==> config.mk <==
export PLATFORM = sky130hd
export DESIGN_NAME = wabm_queue
export DESIGN_NICKNAME = d
export VERILOG_FILES = /design/src/design/wavetable_additive_band_mixer_top_macros.svh /design/src/design/wabm_pkg.sv /design/src/design/wabm_queue.sv
export SDC_FILE = /design/constraint.sdc
export NUM_CORES = 1
export LEC_CHECK = 0
export ABC_CLOCK_PERIOD_IN_PS = 8300
export BUFFER_PORTS_ARGS = -buffer_cell sky130_fd_sc_hd__buf_2
export CORE_UTILIZATION = 52
export DETAILED_ROUTE_END_ITERATION = 7
export PLACE_DENSITY_LB_ADDON = 0.1
export SYNTH_ARGS = -nofsm -noshare
export SYNTH_HDL_FRONTEND = slang
export SYNTH_SLANG_ARGS = --single-unit
==> constraint.sdc <==
create_clock -name clk -period 8.3 [get_ports clk]
set_input_delay 1.66 -clock clk [delete_from_list [all_inputs] [get_ports clk]]
set_output_delay 1.66 -clock clk [all_outputs]
set_load 0.05 [all_outputs]
==> src/design/wavetable_additive_band_mixer_top_macros.svh <==
// assertion macros for the band mixer
`ifndef WAVETABLE_ADDITIVE_BAND_MIXER_TOP_MACROS_SVH
`define WAVETABLE_ADDITIVE_BAND_MIXER_TOP_MACROS_SVH
`ifndef ASSERT_OFF
`define ASSERT_IMPLY(label, clk, rst, a, b) \
  label: assert property (@(posedge clk) disable iff (rst) (a) |-> (b)) \
    else $error("assertion failed");
`define ASSERT_NEXT(label, clk, rst, a, b) \
  label: assert property (@(posedge clk) disable iff (rst) (a) |=> (b)) \
    else $error("assertion failed");
`else
`define ASSERT_IMPLY(label, clk, rst, a, b)
`define ASSERT_NEXT(label, clk, rst, a, b)
`endif
`endif

==> src/design/wabm_pkg.sv <==
// shared types and constants of the band mixer
`timescale 1ns / 1ps
package wabm_pkg;
  localparam int BANDS_DEF          = 64;
  localparam int MAX_WAVELENGTH_DEF = 2048;
  localparam int RAMP_SAMPLES_DEF   = 220;
  localparam int COLORS             = 3;
  localparam int ENERGY_FLOOR       = 3;
  localparam int QUEUE_DEPTH        = 2;
  localparam logic [6:0]  ACTIVE_BANDS_RST   = 7'd64;
  localparam logic [15:0] SEGMENT_LENGTH_RST = 16'd2646;

  typedef enum logic [1:0] {
    CMD_SETUP    = 2'd0,
    CMD_WORD     = 2'd1,
    CMD_ENERGY   = 2'd2,
    CMD_GENERATE = 2'd3
  } cmd_t;

  typedef enum logic {
    REG_ACTIVE_BANDS   = 1'b0,
    REG_SEGMENT_LENGTH = 1'b1
  } reg_index_t;

  typedef struct packed {
    cmd_t               cmd;
    logic [5:0]         band;
    logic [1:0]         color;
    logic [10:0]        table_index;
    logic signed [15:0] table_value;
    logic [11:0]        wavelength;
    logic [15:0]        pan_value;
    logic [15:0]        offset_value;
    logic [15:0]        energy_value;
    logic [15:0]        position;
  } item_t;

  typedef struct packed {
    logic full;
    logic empty;
  } queue_status_t;

  typedef enum logic [3:0] {
    ST_IDLE,
    ST_EN_READ,
    ST_EN_WRITE,
    ST_BAND,
    ST_SETUP,
    ST_VOICE,
    ST_ENERGY,
    ST_MUL_K,
    ST_MUL_RECIP,
    ST_MUL_BACK,
    ST_CORRECT,
    ST_AMP,
    ST_PAN,
    ST_ACC,
    ST_NEXT,
    ST_OUT
  } state_t;
endpackage

==> src/design/wabm_queue.sv <==
// short command queue between front and back
`timescale 1ns / 1ps
module wabm_queue (
  input  logic                    clk,
  input  logic                    rst,
  input  logic                    push,
  input  wabm_pkg::item_t         push_item,
  input  logic                    pop,
  output wabm_pkg::item_t         head,
  output wabm_pkg::queue_status_t status
);
  import wabm_pkg::*;

  localparam int PTR_W = (QUEUE_DEPTH > 1) ? $clog2(QUEUE_DEPTH) : 1;
  localparam int CNT_W = $clog2(QUEUE_DEPTH + 1);

  item_t            slots [QUEUE_DEPTH];
  logic [PTR_W-1:0] wr_ptr, rd_ptr;
  logic [CNT_W-1:0] count;

  // pointers and fill count
  always_ff @(posedge clk) begin
    if (rst) begin
      wr_ptr <= '0;
      rd_ptr <= '0;
      count  <= '0;
    end else begin
      if (push) begin
        wr_ptr <= (wr_ptr == PTR_W'(QUEUE_DEPTH - 1)) ? '0 : wr_ptr + 1'b1;
      end
      if (pop) begin
        rd_ptr <= (rd_ptr == PTR_W'(QUEUE_DEPTH - 1)) ? '0 : rd_ptr + 1'b1;
      end
      if (push && !pop) begin
        count <= count + 1'b1;
      end else if (pop && !push) begin
        count <= count - 1'b1;
      end
    end
  end

  // slot storage
  always_ff @(posedge clk) begin
    if (push) begin
      slots[wr_ptr] <= push_item;
    end
  end

  assign head         = slots[rd_ptr];
  assign status.full  = (count == CNT_W'(QUEUE_DEPTH));
  assign status.empty = (count == '0);
endmodule

### After elaboration in Yosys (flattened, before gate mapping)

Memories as Yosys holds them, arrays and structs flattened. A register that Yosys moved wholly into a read port is not among the register bits.
Cells that the tools add are included.

| word-level totals | value |
|---|---|
| memories | 1 |
| output and inout port bits | 115 |
| ROM bits | 0 |
| input bits | 117 |
| bits in latches | 0 |
| logic and storage cells | 23 |
| flip-flop bits (word level) | 4 |
| bits in writable memories | 226 |

Memory list:

| memory | words | width | read ports | clocked after Yosys merged registers in | write ports | line | RTL |
|---|---|---|---|---|---|---|---|
| slots | 2 | 113 | 1 | 1 | 1 | wabm_queue.sv:17 | `item_t slots [QUEUE_DEPTH];` |

| operators by class | value |
|---|---|
| $add $sub $neg | 4 |
| reduce and logical (&&, ||, !) cells | 6 |
| shift operators | 0 |
| multiplexer cells | 8 |
| bitwise gates (word level) | 0 |
| divide/modulo/power cells | 0 |
| multiply operators | 0 |
| order comparisons | 0 |
| eq/ne operators | 1 |

Operators by type and width:

| kind | number |
|---|---|
| 1-bit two-way mux | 6 |
| 2-bit two-way mux | 2 |
| 1-bit adder (second input constant) | 2 |
| 2-bit by 1-bit adder with 2-bit output (second input constant) | 1 |
| 2-bit == test (second input constant) | 1 |
| 1-bit logical AND | 2 |
| 1-bit logical NOT | 2 |
| 2-bit logical NOT | 1 |
| 2-bit nonzero test | 1 |
| 2-bit by 1-bit subtractor with 2-bit output (second input constant) | 1 |

### Longest topological paths before layout

Gate-level depths: netlist of run 1.

| depth | value |
|---|---|
| word-level depth | 4 |
| gate-level depth with buffers | 5 |
| depth with buffers taken out | 5 |

### Least setup slack after synthesis of run 1

OpenSTA, ideal clock, no wires.

| timing path | value |
|---|---|
| kind | input to register |
| start | in push |
| end | mem slots[0][0] (netlist bit) (enable) |
| stages on the path | 1 |
| required time | 7700 ps |
| data arrival time | 6567 ps |
| setup slack | 1133 ps |
| path through | nor2b_1 |

| between the ends | value |
|---|---|
| word-level cells in the longest chain between the ends | 2 |

Ends and longest elaborated chain:

| element | line | RTL |
|---|---|---|
| start: declaration | wabm_queue.sv:6 | `input logic push,` |
| 1-bit two-way mux | wabm_queue.sv:44 | `if (push) begin` |
| 1-bit two-way mux (not written as such) | wabm_queue.sv:45 | `slots[wr_ptr] <= push_item;` |
| end: declaration | wabm_queue.sv:17 |  |

Every way passes these cells.

==> results of run 1 <==
## power groups by stage
stage                     Sequential [W]  Combinational [W]  Clock (W)
after detailed placement         0.00142           0.000483          0
after CTS                        0.00139           0.000484    0.00106
after global placement           0.00141           0.000478          0
after global routing             0.00140           0.000502    0.00110
final                            0.00139           0.000479    0.00103
after floorplan                  0.00141           0.000388          0
## worst max path at each step
stage / slack [ns] / to / from
floorplan: 1.13 / slots[0][0] / push
global placement: 4.11 / head[11] / flop
detailed placement: 4.07 / head[4] / flop
CTS: 3.55 / head[4] / flop
global route: 3.47 / head[5] / flop
finish: 3.61 / head[4] / flop
## area by class of cell
class,count,area share
Multi-Input combinational cell,129,0.1530
Inverter,1,0.0003487
Sequential cell,231,0.6401
Tap cell,216,0.02511
Clock buffer,36,0.06381
Timing Repair Buffer,234,0.1095
Clock inverter,8,0.008137
## layout by cell type (no fill, tap or decap)
| cell | synthesis | layout |
|---|---|---|
| sky130_fd_sc_hd__a21oi_1 | 1 | 1 |
| sky130_fd_sc_hd__and2_4 | 0 | 1 |
| sky130_fd_sc_hd__buf_2 | 4 | 231 |
| sky130_fd_sc_hd__buf_4 | 0 | 3 |
| sky130_fd_sc_hd__bufinv_16 | 0 | 2 |
| sky130_fd_sc_hd__clkbuf_1 | 0 | 9 |
| sky130_fd_sc_hd__clkbuf_16 | 0 | 25 |
| sky130_fd_sc_hd__clkbuf_8 | 0 | 2 |
| sky130_fd_sc_hd__clkinv_1 | 0 | 4 |
| sky130_fd_sc_hd__clkinv_2 | 0 | 1 |
| sky130_fd_sc_hd__clkinvlp_4 | 0 | 1 |
| sky130_fd_sc_hd__dfxtp_1 | 5 | 4 |
| sky130_fd_sc_hd__dfxtp_4 | 0 | 1 |
| sky130_fd_sc_hd__edfxtp_1 | 226 | 226 |
| sky130_fd_sc_hd__ha_1 | 1 | 1 |
| sky130_fd_sc_hd__inv_1 | 1 | 1 |
| sky130_fd_sc_hd__mux2_2 | 43 | 43 |
| sky130_fd_sc_hd__mux2_4 | 70 | 70 |
| sky130_fd_sc_hd__nor2_1 | 5 | 5 |
| sky130_fd_sc_hd__nor2b_1 | 2 | 1 |
| sky130_fd_sc_hd__nor2b_4 | 0 | 1 |
| sky130_fd_sc_hd__o21ai_0 | 1 | 1 |
| sky130_fd_sc_hd__or3_1 | 1 | 1 |
| sky130_fd_sc_hd__xnor2_1 | 2 | 2 |
| sky130_fd_sc_hd__xor2_1 | 2 | 2 |
## registers in the layout (all words and copies together), names as in the netlist, named ones only
register / count
rd_ptr: 1
wr_ptr: 1
slots: 226
count: 2
## logic make-up after synthesis
family | after synthesis
AO/OA/AOI/OAI | 2
XOR/XNOR | 4
adder cells (fa/ha/maj) | 1
buffers and inverters | 14
flip-flops | 231
multiplexers | 113
AND/OR/NAND/NOR | 9
## worst max-delay path: stages, from the launching register on
cell and delay, ns:
sky130_fd_sc_hd__dfxtp_4 0.93, sky130_fd_sc_hd__buf_4 0.91, sky130_fd_sc_hd__mux2_2 0.43, sky130_fd_sc_hd__buf_2 0.21
## Yosys cell counts (all sizes together)
| cell type | n |
|---|---|
| edfxtp | 226 |
| mux2 | 113 |
| buf | 13 |
| dfxtp | 5 |
| nor2 | 5 |
| nor2b | 2 |
| xnor2 | 2 |
| xor2 | 2 |
| a21oi | 1 |
| and2 | 1 |
| ha | 1 |
| inv | 1 |
| o21ai | 1 |
| or3 | 1 |
## through the flow
step	worst slack, ns	std cells	hold WS [ns]	utilization	cell area, sq um
2_1_floorplan	1.133	374	0.4608	-	8652
3_3_place_gp	4.111	811	0.4790	0.6221	9990
3_5_place_dp	4.067	811	0.5088	0.6221	9990
4_1_cts	3.551	855	0.5315	0.6703	10760
5_1_grt	3.469	855	0.5631	0.6703	10760
6_report	3.614	855	0.5236	0.6703	10760
## per-layer routing
layer / share of wire / track usage
met1: 0.38 / 0.1941
met2: 0.51 / 0.3044
met3: 0.092 / 0.05863
met4: 0.015 / 0.05274
met5: 0.00086 / 0
==> flow_summary.yaml, run 1 <==
run_status:
  outcome: "completed"
pwr:
  switchingPower_w: 0.0007588
  pwr_density_cell_nw_per_um2: 269.8
  clkPwrFrac: 0.355
  cell_internal_pwr_w: 0.002145
  power_frac_seq: 0.480
  switching_part_of_the_total_power: 0.2613
  power_frac_comb: 0.165
  vdd_drop_max_v: 0.0002170
  power_leakage_nw: 4.201
  total_power_w: 0.002904
layout:
  area.growth.synth_to_final_pct: 24.41
  area_of_combinational_cells_with_multiple_inputs_sq_um: 1647
  antenna_cells_inserted: 0
  final-seq-area_sq_um: 6890
  nFillCells: 1126
  post_route_cells_drive_above_1_share: 0.5962
  final_net_count: 739
clocking:
  tritoncts_clock_tree: "done"
  cts_post_setup_buffers_inserted: 0
  clkTransAtPathRegs_ns: 0.05
  cts-hold-fix-buffers: 0
  cts.sinks: 231
  post_cts_resized: 0
  max-clock-path-buffers: 3
  cts.root.buffer_cell: "sky130_fd_sc_hd__clkbuf_16"
  worstSkewPairLatency_ns: 0.50
  h_tree_level_count: 1
  cts_inserted_buffers: 24
logic_synthesis:
  dominant_combinational_cell_family_by_area_after_synthesis: "multiplexers"
  synth_area_leader_cell: "sky130_fd_sc_hd__edfxtp_1"
  mappedNetlistNets: 492
  synth_seq_cells: 231
  yosysTopAreaCellShare: 0.7844
  post_synth_mux_area_share: 0.1774
  synth_adder_area_share: 0.001446
  compound_gate_portion_of_the_synthesized_area: 0.001157
  ys.warnings.count: 0
  synthXorXnorAreaFrac: 0.004049
  post_synth.cell_area_avg_sq_um: 23.13
  post_synth_main_area_contributors: "sky130_fd_sc_hd__edfxtp_1 78%, sky130_fd_sc_hd__mux2_4 12%, sky130_fd_sc_hd__mux2_2 5.6%, sky130_fd_sc_hd__dfxtp_1 1.2%, sky130_fd_sc_hd__buf_6 1.0%"
  post_synth_num_cell_types: 17
  share_of_synthesized_area_occupied_by_flip_flops_and_latches: 0.7960
  number_of_instances_in_the_synthesized_netlist: 374
  post_synth_simple_gate_area: 0.005061
  post_synth_instance_area_sq_um: 8652
sta:
  finalSetupTns_ns: 0
  tightestPinTransition_ns: 1.071
  fin_worst_skew_ns: 0.01478
  timing.final.crit_period_ns: 4.686
  hold_violations: 0
  maxClockFrequency_mhz: 213.4
  maxSlewViolCount: 0
  rsz_0062_raised_after_global_routing: "no"
  setup-violations-final: 0
  max-slew-margin-rel: 0.2860
  period_share: 0.5645
worst_hold_path:
  hold_path_class: "flop to flop"
  hold-path-cell-count: 2
  min-delay-start: "rd_ptr"
global_routing:
  grt_antenna_before_repair: 1
  grt_overall_usage: 0.1711
  grt_first_pass_wirelength_um: 21940
  grt_start_max_net_pins: 80
  first_global_vias: 4297
  grt.overflow.total: 0
critical_path:
  source_of_the_worst_register_to_register_timing_path: "wr_ptr"
  start_kind: "flop"
  r2r_slack_ns: 5.78
  worst-endpoint-required_ns: 6.64
  crit_arrival_ns: 3.03
  ff2ff_path_depth: 2
  timing.setup.critical_path_class: "flop to output pin"
  worst_setup_path_end_kind: "output pin"
  r2r_end: "slots[0][104]"
  timing.critical_path.fanout_max: 57
placed_design:
  finalWeightedCongestion: 0.7395
  place.port_buffers: 231
  place.detailed.hpwl_um: 9704
floorplan:
  die_w_um: 131.0
  height_of_the_die_um: 131.0
  coreArea_sq_um: 16060
  ios: 232
  core.rowCount: 46
  dieArea_sq_um: 17160
  floorplan.initialDensity: 0.5388
routing:
  routed_wire_length_per_instance_um: 17.72
  post_detailed_routing_wire_length_um: 15150
  firstDrtPassIters: 4
  detailedRoute.firstIterationViolations: 272
  routed-via-count: 4265
  ant_nets: 0
  avgViaCountPerCell: 4.988
  detail_route.drc_violations: 0
job:
  max_cap_violations: 0
(Power assumes the default switching activity.)
==> inputs of run 2 (changes only) <==
Settings changed: ABC_AREA set to 1, ABC_CLOCK_PERIOD_IN_PS 8300 to 4700.
Clock period 8.3 ns to 4.7 ns, I/O delays scaled along.
==> run 2 against run 1 <==
  * Worst setup slack worse by 2.3 ns
  * Clock-buffer cell count down 6
  * Global-route usage up 0.58 points
  * Critical path type unchanged
  * Utilization down 0.086 points
  * Largest power group unchanged
  * Largest cell class unchanged
  * Sequential share of layout area up 0.082 points
==> flow_summary.yaml, run 2 <==
critical_path:
  source_of_the_worst_register_to_register_timing_path: "wr_ptr"
  timing.critical_path.fanout_max: 52
  worst-endpoint-required_ns: 3.76
  worst_setup_path_end_kind: "output pin"
  r2r_end: "slots[1][16]"
  crit_arrival_ns: 2.44
  timing.setup.critical_path_class: "flop to output pin"
  r2r_slack_ns: 2.74
  ff2ff_path_depth: 3
  start_kind: "flop"
logic_synthesis:
  synth_flop_cell: "sky130_fd_sc_hd__edfxtp_1"
  synth_area_leader_cell: "sky130_fd_sc_hd__edfxtp_1"
  post_synth_main_area_contributors: "sky130_fd_sc_hd__edfxtp_1 78%, sky130_fd_sc_hd__mux2_4 12%, sky130_fd_sc_hd__mux2_2 5.6%, sky130_fd_sc_hd__dfxtp_1 1.2%, sky130_fd_sc_hd__buf_6 1.0%"
  synthMostInstantiatedCell: "sky130_fd_sc_hd__edfxtp_1"
  share_of_synthesized_area_occupied_by_flip_flops_and_latches: 0.7940
  synth_seq_cells: 231
  yosysTopAreaCellShare: 0.7825
  synth_enable_flop_cells: 226
  postSynth.asyncResetShare: 0
  mappedNetlistNets: 503
  post_synth_instance_area_sq_um: 8673
  ys.warnings.count: 0
  synth_common_cells: "226 x sky130_fd_sc_hd__edfxtp_1, 70 x sky130_fd_sc_hd__mux2_4, 43 x sky130_fd_sc_hd__mux2_2"
  number_of_instances_in_the_synthesized_netlist: 385
  post_synth.cell_area_avg_sq_um: 22.53
  post_synth_num_cell_types: 17
routing:
  firstDrtPassIters: 5
  met3_routed_length_um: 1350
  detailedRoute.firstIterationViolations: 171
  detail_route.drc_violations: 0
  post_detailed_routing_wire_length_um: 15420
  routed_wire_length_per_instance_um: 17.80
  met2_length_um: 7829
  avgViaCountPerCell: 4.956
  drt-met1-wl_um: 5972
  ant_nets: 0
  highest_layer: "met4"
  routed-via-count: 4292
global_routing:
  grt_start_max_net_pins: 79
  grt.overflow.total: 0
  grt_first_pass_wirelength_um: 23540
  grt_antenna_before_repair: 1
  first_global_vias: 4475
  grt_overall_usage: 0.1770
sta:
  maxClockFrequency_mhz: 296.2
  rsz_0062_raised_after_global_routing: "no"
  timing.final.crit_period_ns: 3.377
  setup-violations-final: 0
  period_share: 0.7184
  max-slew-margin-rel: 0.3546
  tightestPinTransition_ns: 0.9680
  finalSetupTns_ns: 0
  whs_ns: 0.5291
  hold_violations: 0
  maxSlewViolCount: 0
  fin_worst_skew_ns: 0.006268
  final_critical_path_setup_slack_ns: 1.323
floorplan:
  dieArea_sq_um: 17200
  ios: 232
  height_of_the_die_um: 131.2
  die_w_um: 131.2
  core.rowCount: 46
  coreArea_sq_um: 16060
  floorplan.initialDensity: 0.5401
layout:
  area.growth.synth_to_final_pct: 23.95
  largest_register_ffs: 226
  nFillCells: 1109
  layout_common_cells: "231 x sky130_fd_sc_hd__buf_2, 226 x sky130_fd_sc_hd__edfxtp_1, 70 x sky130_fd_sc_hd__mux2_4"
  final-seq-area_sq_um: 6890
  area_of_combinational_cells_with_multiple_inputs_sq_um: 1635
  post_route_cells_drive_above_1_share: 0.5892
  reg.largest.list: "slots x226, count x2"
  largest_register: "slots"
  final_net_count: 753
  layout_commonest_cell: "sky130_fd_sc_hd__buf_2"
  antenna_cells_inserted: 0
  utilization: 0.6695
placed_design:
  place.port_buffers: 231
  finalWeightedCongestion: 0.7501
  placement.setup.worst_slack_ns: 1.797
  place.detailed.hpwl_um: 10090
pwr:
  switching_part_of_the_total_power: 0.2635
  cell_internal_pwr_w: 0.003603
  vdd_drop_max_v: 0.0003362
  switchingPower_w: 0.001289
  power_frac_seq: 0.498
  power_frac_comb: 0.163
  power_leakage_nw: 4.225
  clkPwrFrac: 0.339
  pwr_density_cell_nw_per_um2: 455.0
clocking:
  post_cts_resized: 0
  h_tree_level_count: 1
  cts.root.buffer_cell: "sky130_fd_sc_hd__clkbuf_16"
  cts-hold-fix-buffers: 0
  cts.sinks: 231
  cts_inserted_buffers: 24
  cts_post_setup_buffers_inserted: 0
  clkTransAtPathRegs_ns: 0.06
  tritoncts_clock_tree: "done"
  worstSkewPairLatency_ns: 0.49
  max-clock-path-buffers: 3
worst_hold_path:
  hold-path-cell-count: 2
  min-delay-start: "rd_ptr"
  hold_path_class: "flop to flop"
job:
  max_cap_violations: 0
run_status:
  outcome: "completed"
==> run 2: metal layers <==
layer,GRT usage,vias to the layer above
met5,0,-
li1,-,2010
met2,0.3053,200
met3,0.06134,21
met4,0.05163,0
met1,0.2088,2061
==> run 2: area by class of cell <==
cell class	instances	share of cell area
clock buffers	30	0.05994
clock inverters	11	0.004423
inverters	9	0.003375
multi-input cells	132	0.1521
flip-flops and latches	231	0.6409
well taps	216	0.02514
repair buffers	237	0.1141
==> run 2: critical path: stages (launching register included) <==
cell and delay [ns]:
sky130_fd_sc_hd__dfxtp_4 0.93, sky130_fd_sc_hd__buf_12 0.39, sky130_fd_sc_hd__mux2_2 0.38, sky130_fd_sc_hd__buf_2 0.21
==> run 2: kinds of logic after synthesis <==
group                    synth area share
adder cells (fa/ha/maj)          0.001442
XOR/XNOR                         0.001010
AND/OR/NAND/NOR                  0.007069
flip-flops                         0.7940
multiplexers                       0.1770
AO/OA/AOI/OAI                    0.001153
buffers and inverters             0.01832
==> run 2: stage by stage <==
stage                     cell area [sq um]  total power, W  std cells
after global placement                10060        0.003265        825
after detailed placement              10060        0.003284        825
after CTS                             10750        0.004944        866
after floorplan                        8676        0.003102        385
final                                 10750        0.004892        866
after global routing                  10750        0.005060        866
==> run 2: power by group through the flow <==
stage | combinational (W) | sequential [W] | clock, W
floorplan | 0.000645 | 0.00246 | 0
detailed placement | 0.000803 | 0.00248 | 0
CTS | 0.000806 | 0.00244 | 0.00170
global route | 0.000831 | 0.00245 | 0.00178
finish | 0.000797 | 0.00244 | 0.00166
global placement | 0.000791 | 0.00247 | 0
==> run 2: how the worst max path moves through the flow <==
stage | start | endpoint | slack, ns | depth (start not counted)
CTS | flop | head[103] | 1.27 | 3
global placement | flop | head[107] | 1.83 | 3
global route | flop | head[102] | 1.20 | 3
detailed placement | flop | head[103] | 1.80 | 3
finish | flop | head[107] | 1.32 | 3
floorplan | push | slots[0][0] | 0.37 | 2
==> inputs of run 3 (changes only) <==
Settings changed: ABC_CLOCK_PERIOD_IN_PS 4700 to 3000, CORE_UTILIZATION 52 to 47.
Clock period 4.7 ns to 3 ns, I/O delays scaled along.
==> run 3 against run 2 <==
  * Flip-flop and latch count did not move
  * First-iteration DRC count rose by 33%
  * Sequential power increased by 55%
  * Combinational power increased by 62%
  * Final area grew 0.66%
  * Die area increased by 10%
  * Critical path depth unchanged
  * Hold slack worse by 0.25 ns
  * Clock power grew 58%
  * Wire length rose by 0.48%
  * Clock-buffer cell count up 6
==> flow_summary.yaml, run 3 (same netlist as run 2, synthesis figures left out) <==
sta:
  tightestPinTransition_ns: 0.4541
  timing.final.crit_period_ns: 2.484
  maxSlewViolCount: 0
  max-slew-margin-rel: 0.6973
  setup-violations-final: 0
  hold_violations: 0
  fin_worst_skew_ns: 0.009844
  maxClockFrequency_mhz: 402.7
  period_share: 0.8278
  finalSetupTns_ns: 0
  final_critical_path_setup_slack_ns: 0.5165
  whs_ns: 0.2832
  rsz_0062_raised_after_global_routing: "no"
floorplan:
  dieArea_sq_um: 19000
  ios: 232
  floorplan.initialDensity: 0.4812
  core.rowCount: 49
  die_w_um: 137.8
  coreArea_sq_um: 18020
  height_of_the_die_um: 137.8
critical_path:
  critical-path-slowest-cell: "sky130_fd_sc_hd__mux2_2"
  worstPathBufferInverterCount: 2
  worst_setup_path_end_kind: "output pin"
  timing.critical_path.fanout_max: 59
  start_kind: "flop"
  crit_path_max_incr_delay_ns: 0.38
  critPathTopFamily: "buffers and inverters"
  timing.setup.critical_path_class: "flop to output pin"
  source_of_the_worst_register_to_register_timing_path: "wr_ptr"
  crit_arrival_ns: 1.88
  worst-endpoint-required_ns: 2.40
  cp_cell_sequence: "buf_12, mux2_2, buf_2"
global_routing:
  grt_first_pass_wirelength_um: 22660
  grt.overflow.total: 0
  grt_antenna_before_repair: 0
  grt_start_max_net_pins: 61
  grt_overall_usage: 0.1589
  first_global_vias: 4442
clocking:
  cts_inserted_buffers: 24
  tritoncts_clock_tree: "done"
  clkTransAtPathRegs_ns: 0.06
  worstSkewPairLatency_ns: 0.50
  h_tree_level_count: 1
  post_cts_resized: 0
  cts.root.buffer_cell: "sky130_fd_sc_hd__clkbuf_16"
  cts_post_setup_buffers_inserted: 0
  max-clock-path-buffers: 3
  cts.sinks: 231
  cts-hold-fix-buffers: 0
pwr:
  switching_part_of_the_total_power: 0.2636
  power_frac_seq: 0.491
  cell_internal_pwr_w: 0.005673
  vdd_drop_max_v: 0.0005792
  pwr_density_cell_nw_per_um2: 711.8
  power_leakage_nw: 4.229
  clkPwrFrac: 0.341
  switchingPower_w: 0.002030
  power_frac_comb: 0.168
layout:
  layout_common_cells: "231 x sky130_fd_sc_hd__buf_2, 226 x sky130_fd_sc_hd__edfxtp_1, 70 x sky130_fd_sc_hd__mux2_4"
  antenna_cells_inserted: 0
  nFillCells: 1408
  layout_commonest_cell: "sky130_fd_sc_hd__buf_2"
  reg.largest.list: "slots x226, count x2"
  area.growth.synth_to_final_pct: 24.77
  final_net_count: 754
  largest_register: "slots"
  largest_register_ffs: 226
  post_route_cells_drive_above_1_share: 0.5865
routing:
  post_detailed_routing_wire_length_um: 15490
  detailedRoute.firstIterationViolations: 227
  detail_route.drc_violations: 0
  routed-via-count: 4306
  routed_wire_length_per_instance_um: 17.56
  ant_nets: 0
  firstDrtPassIters: 4
  avgViaCountPerCell: 4.882
job:
  max_cap_violations: 0
placed_design:
  place.port_buffers: 231
  place.detailed.hpwl_um: 10150
  finalWeightedCongestion: 0.7241
  placement.setup.worst_slack_ns: 1.037
worst_hold_path:
  hold_path_class: "primary input to flop"
  min-delay-start: "push_item[13]"
run_status:
  outcome: "completed"
[run 3: changes by cell type in the layout (fill, tap and decap cells not counted), sizes merged]
| cell | delta |
|---|---|
| clkinvlp | +2 |
| clkbuf | +6 |
| buf | +1 |
| inv | -1 |
| clkinv | -5 |
[run 3: routing by layer]
layer,vias up,share of wire,track usage
met2,164,0.50,0.2739
met4,0,0.016,0.04831
li1,2010,-,-
met3,21,0.095,0.05261
met1,2111,0.39,0.1878
met5,-,0,0
[run 3: cell type report]
class	count	area (sq um)	share of cell area
Timing Repair Buffer	238	1271	0.1175
Tap cell	229	286.5	0.02648
Sequential cell	231	6890	0.6367
Clock buffer	36	666.9	0.06163
Clock inverter	7	33.78	0.003122
Multi-Input combinational cell	132	1635	0.1511
Inverter	9	37.54	0.003469
[run 3: metrics by stage]
step / instance area [sq um] / power, W / instances / utilization
6_report: 10820 / 0.007703 / 882 / 0.6004
5_1_grt: 10820 / 0.007994 / 882 / 0.6004
4_1_cts: 10820 / 0.007805 / 882 / 0.6004
3_5_place_dp: 10120 / 0.005157 / 839 / 0.5615
3_3_place_gp: 10120 / 0.005132 / 839 / 0.5615
2_1_floorplan: 8685 / 0.004854 / 385 / -
[run 3: worst paths after layout]
kind / end / slack (ns) / depth (start not counted)
worst max register to register: slots[1][112] / 1.63 / 3
worst max-delay path: head[101] / 0.52 / 3
worst min register to register: rd_ptr / 0.52 / 2
worst min-delay path: slots[0][13] / 0.28 / 1
[run 3: worst reg2reg max path, cell delays in order, from the launching register on]
cell	delay, ns
sky130_fd_sc_hd__dfxtp_1	0.39
sky130_fd_sc_hd__nand2_1	0.11
sky130_fd_sc_hd__clkinvlp_4	0.12
sky130_fd_sc_hd__buf_4	0.39
[run 3: power by group through the flow]
| stage | combinational [W] | clock [W] | sequential, W |
|---|---|---|---|
| floorplan | 0.00101 | 0 | 0.00384 |
| global placement | 0.00129 | 0 | 0.00384 |
| detailed placement | 0.00131 | 0 | 0.00385 |
| CTS | 0.00131 | 0.00271 | 0.00378 |
| global route | 0.00136 | 0.00284 | 0.00379 |
| finish | 0.00129 | 0.00263 | 0.00378 |
